## config.mk

```make
export PLATFORM = sky130hd
export DESIGN_NAME = event_decision_matrix_match_unit
export DESIGN_NICKNAME = d
export VERILOG_FILES = /design/src/rtl/core/edmm_pkg.sv /design/src/rtl/core/edmm_ram.sv /design/src/rtl/core/edmm_row_cmp.sv /design/src/rtl/core/event_decision_matrix_match_unit.sv
export SDC_FILE = /design/constraint.sdc
export NUM_CORES = 1
export LEC_CHECK = 0
export ABC_CLOCK_PERIOD_IN_PS = 9800
export BUFFER_PORTS_ARGS = -buffer_cell sky130_fd_sc_hd__buf_2
export CAP_MARGIN = 25
export CORE_UTILIZATION = 50
export CTS_CLUSTER_DIAMETER = 60
export CTS_CLUSTER_SIZE = 20
export DETAILED_ROUTE_END_ITERATION = 7
export MAX_ROUTING_LAYER = met4
export PLACE_DENSITY = 0.76
export SLEW_MARGIN = 10
export SYNTH_ARGS = -nofsm -noshare
export SYNTH_HDL_FRONTEND = slang
export SYNTH_HIERARCHICAL = 1
export SYNTH_SLANG_ARGS = --single-unit
```

## constraint.sdc

```tcl
create_clock -name clk -period 9.8 [get_ports clk]
set_clock_uncertainty 0.15 [all_clocks]
set_input_delay 0.98 -clock clk [delete_from_list [all_inputs] [get_ports clk]]
set_output_delay 0.98 -clock clk [all_outputs]
set_load 0.05 [all_outputs]
```

## src/rtl/core/edmm_pkg.sv

```systemverilog
// ----------------------------------------------------------------------------
// edmm_pkg: shared types and constants of the event rule matcher
// Function codes, rule row layout, flag bits and sequencer states.
// ----------------------------------------------------------------------------
package edmm_pkg;

  localparam int ROWS_DEF      = 8;
  localparam int ADDR_ROWS     = 8;
  localparam int ROW_BYTES     = 8;
  localparam int ROW_W         = ROW_BYTES * 8;
  localparam int CLASS_W       = 9;

  localparam logic [7:0] FLAG_ENABLED = 8'h80;
  localparam logic [7:0] FLAG_ORIGIN  = 8'h40;
  localparam logic [7:0] FLAG_ZONE    = 8'h10;
  localparam logic [7:0] FLAG_MASK8   = 8'h02;
  localparam logic [7:0] FLAG_FILT8   = 8'h01;

  localparam logic [7:0] READ_ERR_BYTE = 8'hFF;

  typedef enum logic [1:0] {
    FUNC_EVENT = 2'd0,
    FUNC_WRITE = 2'd1,
    FUNC_READ  = 2'd2,
    FUNC_NONE  = 2'd3
  } func_t;

  typedef enum logic [2:0] {
    ST_IDLE,
    ST_WR,
    ST_RD,
    ST_SCAN,
    ST_FLUSH
  } state_t;

  // byte 0 (origin) sits in the low bits of the stored row word
  typedef struct packed {
    logic [7:0] param;
    logic [7:0] action;
    logic [7:0] tfilt;
    logic [7:0] tmask;
    logic [7:0] cfilt;
    logic [7:0] cmask;
    logic [7:0] flags;
    logic [7:0] origin;
  } rule_row_t;

  typedef struct packed {
    logic [CLASS_W-1:0] cls;
    logic [7:0]         typ;
    logic [7:0]         orig;
    logic               zone_ok;
  } ev_key_t;

endpackage

```

## src/rtl/core/edmm_ram.sv

```systemverilog
// ----------------------------------------------------------------------------
// edmm_ram: generic single-write, single-read RAM
// One write port, one read port with registered read data.
// ----------------------------------------------------------------------------
module edmm_ram #(
  parameter int WIDTH = 64,
  parameter int DEPTH = 8,
  parameter int AW    = (DEPTH > 1) ? $clog2(DEPTH) : 1
) (
  input  logic             clk,
  input  logic             we,
  input  logic [AW-1:0]    waddr,
  input  logic [WIDTH-1:0] wdata,
  input  logic [AW-1:0]    raddr,
  output logic [WIDTH-1:0] rdata
);

  logic [WIDTH-1:0] mem [DEPTH];

  always_ff @(posedge clk) begin
    if (we) begin
      mem[waddr] <= wdata;
    end
    rdata <= mem[raddr];
  end

endmodule

```

## src/rtl/core/edmm_row_cmp.sv

```systemverilog
// ----------------------------------------------------------------------------
// edmm_row_cmp: rule row compare unit
// Checks one rule row against the held event: enable, origin, zone, masked
// nine-bit class and masked type.
// ----------------------------------------------------------------------------
module edmm_row_cmp (
  input  edmm_pkg::rule_row_t row,
  input  edmm_pkg::ev_key_t   key,
  output logic                hit
);

  logic [edmm_pkg::CLASS_W-1:0] cmask;
  logic [edmm_pkg::CLASS_W-1:0] cfilt;
  logic                         en_ok;
  logic                         orig_ok;
  logic                         zone_ok;
  logic                         cls_ok;
  logic                         typ_ok;

  assign cmask   = {(|(row.flags & edmm_pkg::FLAG_MASK8)), row.cmask};
  assign cfilt   = {(|(row.flags & edmm_pkg::FLAG_FILT8)), row.cfilt};
  assign en_ok   = |(row.flags & edmm_pkg::FLAG_ENABLED);
  assign orig_ok = !(|(row.flags & edmm_pkg::FLAG_ORIGIN)) || (key.orig == row.origin);
  assign zone_ok = !(|(row.flags & edmm_pkg::FLAG_ZONE)) || key.zone_ok;
  assign cls_ok  = ((key.cls ^ cfilt) & cmask) == '0;
  assign typ_ok  = ((key.typ ^ row.tfilt) & row.tmask) == '0;
  assign hit     = en_ok && orig_ok && zone_ok && cls_ok && typ_ok;

endmodule

```

## src/rtl/core/event_decision_matrix_match_unit.sv

```systemverilog
// ----------------------------------------------------------------------------
// event_decision_matrix_match_unit: masked rule table matcher
// Holds a table of 8-byte rule rows and matches events against them.
//
// Input: pulse start with the in_ fields while busy is low; the beat is taken
// at that edge. in_func selects event match, table byte write or byte read.
// Results: out_valid marks one beat per cycle; out_last flags the final beat
// of an item. The receiver cannot stall, so results are never held back.
// Write and read: one beat. An in-table access reads the row, then writes
// back or selects the byte; an access beyond the table answers from idle.
// Event: the row compare unit visits one row per cycle over min(ROWS,8)
// rows, then flushes; each matching row gives one beat, rows in order.
// Class 0 and func 3 give no beat and are dropped in the accept cycle.
// Configuration: cfg_wr_en writes node_zone; write only while not busy.
// Reset: node_zone and all row valid bits clear, so every row reads zero
// and is disabled; no clearing pass is needed.
// ----------------------------------------------------------------------------
module event_decision_matrix_match_unit #(
  parameter int ROWS = edmm_pkg::ROWS_DEF
) (
  input  logic       clk,
  input  logic       rst_n,
  input  logic       start,
  output logic       busy,
  input  logic [1:0] in_func,
  input  logic [5:0] in_table_addr,
  input  logic [7:0] in_table_byte,
  input  logic [8:0] in_event_class,
  input  logic [7:0] in_event_type,
  input  logic [7:0] in_origin_addr,
  input  logic [7:0] in_event_zone,
  input  logic [7:0] in_event_arg,
  input  logic       cfg_wr_en,
  input  logic [7:0] cfg_wr_data,
  output logic       out_valid,
  output logic       out_matched,
  output logic [2:0] out_row_index,
  output logic [7:0] out_action_code,
  output logic [7:0] out_action_param,
  output logic [7:0] out_forwarded_arg,
  output logic [7:0] out_read_data,
  output logic       out_last
);

  localparam int EFF_ROWS = (ROWS < edmm_pkg::ADDR_ROWS) ? ROWS : edmm_pkg::ADDR_ROWS;
  localparam int AW       = (EFF_ROWS > 1) ? $clog2(EFF_ROWS) : 1;
  localparam logic [AW-1:0] LAST_ROW = AW'(EFF_ROWS - 1);
  localparam int RW       = edmm_pkg::ROW_W;

  edmm_pkg::state_t state_r, state_nxt;
  logic [AW-1:0]    cnt_r, cnt_nxt;
  logic [EFF_ROWS-1:0] row_vld_r, row_vld_nxt;
  logic [7:0]       node_zone_r;

  logic [5:0]       addr_r;
  logic [7:0]       byte_r;
  logic [8:0]       cls_r;
  logic [7:0]       typ_r;
  logic [7:0]       orig_r;
  logic [7:0]       zone_r;
  logic [7:0]       arg_r;
  logic             rd_vld_r;

  logic             pend_vld_r, pend_vld_nxt;
  logic [2:0]       pend_row_r, pend_row_nxt;
  logic [7:0]       pend_act_r, pend_act_nxt;
  logic [7:0]       pend_par_r, pend_par_nxt;

  logic             out_valid_r, out_valid_nxt;
  logic             out_matched_r, out_matched_nxt;
  logic [2:0]       out_row_index_r, out_row_index_nxt;
  logic [7:0]       out_action_code_r, out_action_code_nxt;
  logic [7:0]       out_action_param_r, out_action_param_nxt;
  logic [7:0]       out_forwarded_arg_r, out_forwarded_arg_nxt;
  logic [7:0]       out_read_data_r, out_read_data_nxt;
  logic             out_last_r, out_last_nxt;

  logic             accept;
  logic             in_rng;
  logic             ram_we;
  logic [AW-1:0]    ram_raddr;
  logic [AW-1:0]    addr_row;
  logic [RW-1:0]    ram_wdata;
  logic [RW-1:0]    ram_rdata;
  logic [RW-1:0]    row_data;
  edmm_pkg::rule_row_t row_s;
  edmm_pkg::ev_key_t   key_s;
  logic             hit;

  assign busy     = (state_r != edmm_pkg::ST_IDLE);
  assign accept   = start && !busy;
  assign in_rng   = (32'(in_table_addr[5:3]) < EFF_ROWS);
  assign addr_row = AW'(addr_r[5:3]);
  assign row_data = ram_rdata & {RW{rd_vld_r}};
  assign row_s    = edmm_pkg::rule_row_t'(row_data);
  assign key_s    = '{cls: cls_r, typ: typ_r, orig: orig_r,
                      zone_ok: (zone_r == node_zone_r)};

  edmm_ram #(
    .WIDTH (RW),
    .DEPTH (EFF_ROWS),
    .AW    (AW)
  ) u_table (
    .clk   (clk),
    .we    (ram_we),
    .waddr (addr_row),
    .wdata (ram_wdata),
    .raddr (ram_raddr),
    .rdata (ram_rdata)
  );

  edmm_row_cmp u_cmp (
    .row (row_s),
    .key (key_s),
    .hit (hit)
  );

  always_ff @(posedge clk) begin
    if (!rst_n) begin
      state_r     <= edmm_pkg::ST_IDLE;
      cnt_r       <= '0;
      row_vld_r   <= '0;
      node_zone_r <= '0;
      pend_vld_r  <= 1'b0;
      out_valid_r <= 1'b0;
    end else begin
      state_r     <= state_nxt;
      cnt_r       <= cnt_nxt;
      row_vld_r   <= row_vld_nxt;
      pend_vld_r  <= pend_vld_nxt;
      out_valid_r <= out_valid_nxt;
      if (cfg_wr_en) begin
        node_zone_r <= cfg_wr_data;
      end
    end
  end

  always_ff @(posedge clk) begin
    if (accept) begin
      addr_r <= in_table_addr;
      byte_r <= in_table_byte;
      cls_r  <= in_event_class;
      typ_r  <= in_event_type;
      orig_r <= in_origin_addr;
      zone_r <= in_event_zone;
      arg_r  <= in_event_arg;
    end
    rd_vld_r            <= row_vld_r[ram_raddr];
    pend_row_r          <= pend_row_nxt;
    pend_act_r          <= pend_act_nxt;
    pend_par_r          <= pend_par_nxt;
    out_matched_r       <= out_matched_nxt;
    out_row_index_r     <= out_row_index_nxt;
    out_action_code_r   <= out_action_code_nxt;
    out_action_param_r  <= out_action_param_nxt;
    out_forwarded_arg_r <= out_forwarded_arg_nxt;
    out_read_data_r     <= out_read_data_nxt;
    out_last_r          <= out_last_nxt;
  end

  always_comb begin
    state_nxt             = state_r;
    cnt_nxt               = cnt_r;
    row_vld_nxt           = row_vld_r;
    pend_vld_nxt          = pend_vld_r;
    pend_row_nxt          = pend_row_r;
    pend_act_nxt          = pend_act_r;
    pend_par_nxt          = pend_par_r;
    ram_we                = 1'b0;
    ram_raddr             = addr_row;
    ram_wdata             = row_data;
    out_valid_nxt         = 1'b0;
    out_matched_nxt       = 1'b0;
    out_row_index_nxt     = '0;
    out_action_code_nxt   = '0;
    out_action_param_nxt  = '0;
    out_forwarded_arg_nxt = '0;
    out_read_data_nxt     = '0;
    out_last_nxt          = 1'b0;
    unique case (state_r)
      edmm_pkg::ST_IDLE: begin
        ram_raddr = AW'(in_table_addr[5:3]);
        if (start) begin
          unique case (edmm_pkg::func_t'(in_func))
            edmm_pkg::FUNC_WRITE: begin
              if (in_rng) begin
                state_nxt = edmm_pkg::ST_WR;
              end else begin
                out_valid_nxt     = 1'b1;
                out_read_data_nxt = ~in_table_byte;
                out_last_nxt      = 1'b1;
              end
            end
            edmm_pkg::FUNC_READ: begin
              if (in_rng) begin
                state_nxt = edmm_pkg::ST_RD;
              end else begin
                out_valid_nxt     = 1'b1;
                out_read_data_nxt = edmm_pkg::READ_ERR_BYTE;
                out_last_nxt      = 1'b1;
              end
            end
            edmm_pkg::FUNC_EVENT: begin
              if (in_event_class != '0) begin
                ram_raddr    = '0;
                cnt_nxt      = '0;
                pend_vld_nxt = 1'b0;
                state_nxt    = edmm_pkg::ST_SCAN;
              end
            end
            edmm_pkg::FUNC_NONE: begin
            end
            default: begin
            end
          endcase
        end
      end
      edmm_pkg::ST_WR: begin
        ram_we                          = 1'b1;
        ram_wdata[addr_r[2:0]*8 +: 8]   = byte_r;
        row_vld_nxt[addr_row]           = 1'b1;
        out_valid_nxt                   = 1'b1;
        out_read_data_nxt               = byte_r;
        out_last_nxt                    = 1'b1;
        state_nxt                       = edmm_pkg::ST_IDLE;
      end
      edmm_pkg::ST_RD: begin
        out_valid_nxt     = 1'b1;
        out_read_data_nxt = row_data[addr_r[2:0]*8 +: 8];
        out_last_nxt      = 1'b1;
        state_nxt         = edmm_pkg::ST_IDLE;
      end
      edmm_pkg::ST_SCAN: begin
        ram_raddr = AW'(cnt_r + 1'b1);
        if (hit) begin
          // release the older hit, hold the new one until the next hit or end
          if (pend_vld_r) begin
            out_valid_nxt         = 1'b1;
            out_matched_nxt       = 1'b1;
            out_row_index_nxt     = pend_row_r;
            out_action_code_nxt   = pend_act_r;
            out_action_param_nxt  = pend_par_r;
            out_forwarded_arg_nxt = arg_r;
          end
          pend_vld_nxt = 1'b1;
          pend_row_nxt = 3'(cnt_r);
          pend_act_nxt = row_s.action;
          pend_par_nxt = row_s.param;
        end
        if (cnt_r == LAST_ROW) begin
          state_nxt = edmm_pkg::ST_FLUSH;
        end else begin
          cnt_nxt = AW'(cnt_r + 1'b1);
        end
      end
      edmm_pkg::ST_FLUSH: begin
        if (pend_vld_r) begin
          out_valid_nxt         = 1'b1;
          out_matched_nxt       = 1'b1;
          out_row_index_nxt     = pend_row_r;
          out_action_code_nxt   = pend_act_r;
          out_action_param_nxt  = pend_par_r;
          out_forwarded_arg_nxt = arg_r;
          out_last_nxt          = 1'b1;
        end
        pend_vld_nxt = 1'b0;
        state_nxt    = edmm_pkg::ST_IDLE;
      end
      default: begin
        state_nxt = edmm_pkg::ST_IDLE;
      end
    endcase
  end

  assign out_valid         = out_valid_r;
  assign out_matched       = out_matched_r;
  assign out_row_index     = out_row_index_r;
  assign out_action_code   = out_action_code_r;
  assign out_action_param  = out_action_param_r;
  assign out_forwarded_arg = out_forwarded_arg_r;
  assign out_read_data     = out_read_data_r;
  assign out_last          = out_last_r;

  a_scan_exit: assert property (@(posedge clk) disable iff (!rst_n)
    (state_r == edmm_pkg::ST_SCAN) |=>
      (state_r == edmm_pkg::ST_SCAN || state_r == edmm_pkg::ST_FLUSH))
    else $error("scan left to an unexpected state");

  a_flush_idle: assert property (@(posedge clk) disable iff (!rst_n)
    (state_r == edmm_pkg::ST_FLUSH) |=> (state_r == edmm_pkg::ST_IDLE && !pend_vld_r))
    else $error("flush did not return to idle with pending hit cleared");

  a_access_last: assert property (@(posedge clk) disable iff (!rst_n)
    (out_valid_r && !out_matched_r) |-> (out_last_r && out_row_index_r == '0))
    else $error("table access beat not final");

  a_idle_quiet: assert property (@(posedge clk) disable iff (!rst_n)
    (state_r == edmm_pkg::ST_IDLE && !start) |=> !out_valid_r)
    else $error("beat emitted without an item");

  a_match_rd: assert property (@(posedge clk) disable iff (!rst_n)
    (out_valid_r && out_matched_r) |-> (out_read_data_r == '0))
    else $error("match beat carries read data");

endmodule

```

### After elaboration in Yosys (flattened, before gate mapping)

Memories as Yosys holds them, arrays and structs flattened. A register that Yosys moved wholly into a read port is not among the register bits.
Index checks and enable logic that the tools add are counted.

| cells by class | value |
|---|---|
| add/subtract/negate cells | 2 |
| order comparisons | 3 |
| equality and inequality tests | 17 |
| shifts and indexed selects | 3 |
| muxes and demuxes | 46 |
| bitwise gates (word level) | 6 |
| reductions and logical operators | 24 |

Operator list:

| cell | count |
|---|---|
| $and A64 B64 Y64 | 1 |
| $bwmux W64 | 1 |
| $mux W64 | 1 |
| $pmux W8 S2 | 4 |
| $shift A8 B34 Y64 const A | 1 |
| $shiftx A64 B7 Y8 | 1 |
| $shiftx A8 B34 Y64 | 1 |
| $mux W8 | 6 |
| $mux W3 | 12 |
| $neg A6 Y34 | 1 |
| $pmux W3 S2 | 4 |
| $eq A8 B8 Y1 | 2 |
| $mux W1 | 11 |
| $ne A2 B2 Y1 const B | 5 |
| $reduce_and A5 Y1 | 2 |
| $and A9 B9 Y9 | 1 |
| $logic_not A9 Y1 | 1 |
| $pmux W3 S3 | 1 |
| $reduce_bool A9 Y1 | 1 |
| $xor A9 B9 Y9 | 1 |
| $and A8 B8 Y8 | 1 |
| $logic_not A8 Y1 | 1 |
| $lt A3 B4 Y1 const B | 2 |
| $or A8 B8 Y8 | 1 |
| other kinds (25) | 38 |

| word-level totals | value |
|---|---|
| flip-flop bits (word level) | 136 |
| bits in writable memories | 512 |
| input bits | 69 |
| output and inout port bits | 39 |
| logic and storage cells | 126 |
| memories kept | 1 |

Memory list:

| name | depth | bits a word | rd ports | clocked after memory_dff | wr ports | line | text |
|---|---|---|---|---|---|---|---|
| u_table.mem | 8 | 64 | 1 | 1 | 1 | edmm_ram.sv:18 | `logic [WIDTH-1:0] mem [DEPTH];` |

### Depth between registers and ports, before layout

| depth | value |
|---|---|
| word-level depth | 9 |
| mapped depth | 16 |

### Cells and area by module

Netlist, hierarchy kept.

By module, submodules not included:

| module | times used | cells an instance | area an instance (µm²) |
|---|---|---|---|
| edmm_ram | 1 | 816 | 20547.2 |
| event_decision_matrix_match_unit | 1 | 649 | 6459.9 |
| edmm_row_cmp | 1 | 42 | 344.1 |

### Worst setup path before layout

OpenSTA, ideal clock, no wires.

| timing | value |
|---|---|
| path type | reg2reg |
| start point | reg state_r[2] |
| end point | mem u_table.mem[4][0], enable pin |
| setup time | 0.565 ns |
| arrival time | 5.611 ns |
| required time | 9.085 ns |
| path slack | 3.474 ns |
| cell stages (with the launch flop) | 6 |
| buffers on the path | 1 |
| period minus slack after synthesis | 6.326 ns |
| cells stage by stage | dfxtp_1 -> nand2b_1 -> nor2_2 -> clkbuf_1 -> nand2_1 -> nor3_1 |

| on the way | value |
|---|---|
| cells in the longest elaborated chain, start to end | 4 |

RTL lines:

| element | line | text |
|---|---|---|
| start, declared | event_decision_matrix_match_unit.sv:50 | `edmm_pkg::state_t state_r, state_nxt;` |
| start signal, assigned | event_decision_matrix_match_unit.sv:120 | `state_r <= edmm_pkg::ST_IDLE;` |
| start signal, assigned | event_decision_matrix_match_unit.sv:127 | `state_r <= state_nxt;` |
| $eq A3 B1 Y1 | event_decision_matrix_match_unit.sv:180 | `unique case (state_r)` |
| $mux W1 | event_decision_matrix_match_unit.sv:180 |  |
| named net ram_we | event_decision_matrix_match_unit.sv:80 | `logic ram_we;` |
| $mux W1 | edmm_ram.sv:21 | `if (we) begin` |
| $mux W1 (not written as such) | edmm_ram.sv:22 | `mem[waddr] <= wdata;` |
| end, declared | edmm_ram.sv:18 |  |

The timed path passes the listed nets, and every way through them passes these cells.

### Final worst setup path

| timing | value |
|---|---|
| start point | in in_event_class[2] |
| end point | reg u_table.rdata[48], read port of u_table.mem |

| on the way | value |
|---|---|
| cells in the longest elaborated chain, start to end | 5 |

RTL lines:

| element | line | text |
|---|---|---|
| start, declared | event_decision_matrix_match_unit.sv:28 | `input logic [8:0] in_event_class,` |
| $reduce_bool A9 Y1 | event_decision_matrix_match_unit.sv:204 | `if (in_event_class != '0) begin` |
| $mux W3 | event_decision_matrix_match_unit.sv:204 |  |
| $mux W3 | event_decision_matrix_match_unit.sv:184 | `unique case (edmm_pkg::func_t'(in_func))` |
| $mux W3 | event_decision_matrix_match_unit.sv:183 | `if (start) begin` |
| $pmux W3 S2 | event_decision_matrix_match_unit.sv:180 |  |
| named net ram_raddr[2] | event_decision_matrix_match_unit.sv:81 | `logic [AW-1:0] ram_raddr;` |
| end, declared | edmm_ram.sv:15 | `output logic [WIDTH-1:0] rdata` |

The timed path passes the listed nets, and every way through them passes these cells.
A chain may end at the register's enable or synchronous reset.

==> results.sh <==
export IMPL_critPathMaxFanout=52
export IMPL_remaining_drc_errors=0
export IMPL_rsz0062_at_grt="false"
export IMPL_cts_buffers=46
export IMPL_worstMarginPinSlew_ns=1.13
export IMPL_drt_total_wl_mm=60.4
export IMPL_num_vias=14100
export IMPL_holdBufCountCts=0
export IMPL_cts_setup_buffers=0
export IMPL_crit_type="input pin to flop"
export IMPL_clock_sinks=712
export IMPL_gp_congestion=0.883
export IMPL_synthCells=1504
export IMPL_start_kind="input pin"
export IMPL_fp_row_count=85
export IMPL_gr_usage_met2=0.346
export IMPL_end_kind="flop"
export IMPL_setup_viol=0
export IMPL_cpMostUsedCell="buf_4"
export IMPL_clk_latency_ns=0.60
export IMPL_timing_critical_path_cells="buf_2 > nor4_1 > nand3_1 > a31oi_4 > a21oi_2 > inv_4 > buf_4 > buf_4 > mux4_2 > mux2_2"
export IMPL_grt_max_degree=90
export IMPL_start_util=0.507
export IMPL_critical_path_top_delay_family="buffers and inverters"
export IMPL_reg2regPathDepth=5
export IMPL_die_h_um=236
export IMPL_finalSetupTns_ns=0
export IMPL_postSynthAreaPerCell_sq_um=18.2
export IMPL_crit_buf_inv=4
export IMPL_ir_worst_vdd_mv=0.132
export IMPL_period_share=0.471
export IMPL_cts_tree="yes"
export IMPL_maxCapViolCount=0
export IMPL_cp_data_required_time_ns=10.12
export IMPL_grtUsageTotal=0.226
export IMPL_hold_depth=1
export IMPL_status="completed"
export IMPL_max_freq_mhz=217
export IMPL_busiest_layer="met2"
export IMPL_drt_pass1_iter_count=6
export IMPL_viasPerCell=6.02
export IMPL_clk_pin_slew_ns=0.08
export IMPL_cts_path_max_buffers=3
export IMPL_syn_to_final_growth_pct=10.2
export IMPL_global_route_usage_met3=0.0437
export IMPL_die_x_um=236
export IMPL_drtIter0Drc=1590
export IMPL_fin_util=0.559
export IMPL_grt_ovfl_total=0
export IMPL_synth_nets=1577
export IMPL_period_needed_ns=4.61
export IMPL_yosysWarnings=6
export IMPL_cp_depth=10
export IMPL_max_slew_margin=0.247
export IMPL_hold_viol=0
export IMPL_power_leakage_nw=10.1
export IMPL_ioPinCount=108
export IMPL_grt_pass1_wl_mm=90.3
export IMPL_dieArea_sq_um=55600
export IMPL_ant_nets=0
export IMPL_drive_gt1_frac=0.265
export IMPL_antenna_found_initial=0
export IMPL_port_buffers=107
export IMPL_hold_path_class="flop to flop"
export IMPL_htreeDepth=2
export IMPL_power_density_nw_per_um2=190
export IMPL_post_drt_wl_per_cell_um=25.7
export IMPL_slowest_delay_ns=0.75
export IMPL_nNetsFinal=1687
export IMPL_grtUsageMet1=0.309
export IMPL_drv_slew=0
export IMPL_core_sq_um=53900
export IMPL_cp_arrival_ns=4.93
export IMPL_root_buffer="clkbuf_16"
export IMPL_grt_pass1_vias=14100
export IMPL_crit_path_top_delay_cell="buf_4"
export IMPL_cts_repair_resized=0
export IMPL_hpwl_mm=35.5
export IMPL_syn_area_sq_um=27300
## sequential cells by signal, indices dropped and copies added, names as in the netlist, 3 cells and up
register and count:
addr_r 6, arg_r 8, byte_r 8, cls_r 9, cnt_r 3, node_zone_r 8, orig_r 8, out_action_code 8
out_action_param 8, out_forwarded_arg 8, out_read_data 8, out_row_index 3, pend_act_r 8, pend_par_r 8, pend_row_r 3, row_vld_r 8
state_r 3, typ_r 8, u_table/mem 512, u_table/rdata 64, zone_r 8
## layout by cell type, fill, tap and decap left out, types with 8 or more instances in the layout
| cell type | count |
|---|---|
| buf_4 | 23 |
| mux4_2 | 135 |
| mux2i_1 | 15 |
| and2_1 | 54 |
| nor2_1 | 13 |
| clkbuf_16 | 48 |
| xor2_1 | 17 |
| a22o_1 | 11 |
| edfxtp_1 | 586 |
| nor2_4 | 8 |
| clkbuf_1 | 20 |
| nor2b_1 | 20 |
| dfxtp_1 | 125 |
| o21ai_0 | 86 |
| nand3_1 | 33 |
| buf_2 | 107 |
| nor3_1 | 9 |
| inv_1 | 39 |
| mux2_2 | 77 |
| xnor2_1 | 16 |
| nand2_1 | 108 |
## metal layers
metal	wire (um)	up-vias
li1	-	6039
met1	24700	7195
met2	28400	771
met3	5690	114
met4	1630	0
met5	0	-
## power by group
group / total [W] / internal, W / leakage, nW / switching [W]
Clock: 0.00195 / 0.000953 / 0.700 / 0.000992
Combinational: 0.000400 / 0.000192 / 3.09 / 0.000208
Sequential: 0.00337 / 0.00333 / 6.31 / 0.0000418
Total: 0.00571 / 0.00447 / 10.1 / 0.00124
## per-stage QoR
step | total power (W) | hold slack, ns | cells | area (sq um) | worst slack [ns]
floorplan | 0.00373 | 0.270 | 1504 | 27300 | 3.47
global placement | 0.00382 | 0.275 | 2258 | 28600 | 4.71
detailed placement | 0.00383 | 0.277 | 2258 | 28600 | 4.64
CTS | 0.00575 | 0.289 | 2342 | 30000 | 5.18
global route | 0.00588 | 0.305 | 2346 | 30100 | 4.97
finish | 0.00571 | 0.294 | 2347 | 30100 | 5.19
## cell type report
cell class                 count  area, sq um
fill                        4000        23800
sequential                   712        20100
multi-input combinational    675         6720
clock buffer                  71         1320
tap                          696          871
timing repair buffer         133          771
inverter                      46          183
clock inverter                13          134
antenna                        1         2.50
## final timing paths
check                                              from                           end  slack [ns]
worst min-delay path            pend_par_r[5]$_DFFE_PP_   out_action_param[5]$_DFF_P_        0.29
worst min register to register  pend_par_r[5]$_DFFE_PP_   out_action_param[5]$_DFF_P_        0.29
worst max-delay path                  in_event_class[2]     u_table/rdata[48]$_DFF_P_        5.19
worst max register to register  state_r[0]$_SDFFE_PN0P_  u_table/mem[0][25]$_DFFE_PP_        5.22
No activity file was read; power rests on OpenSTA's default activity.
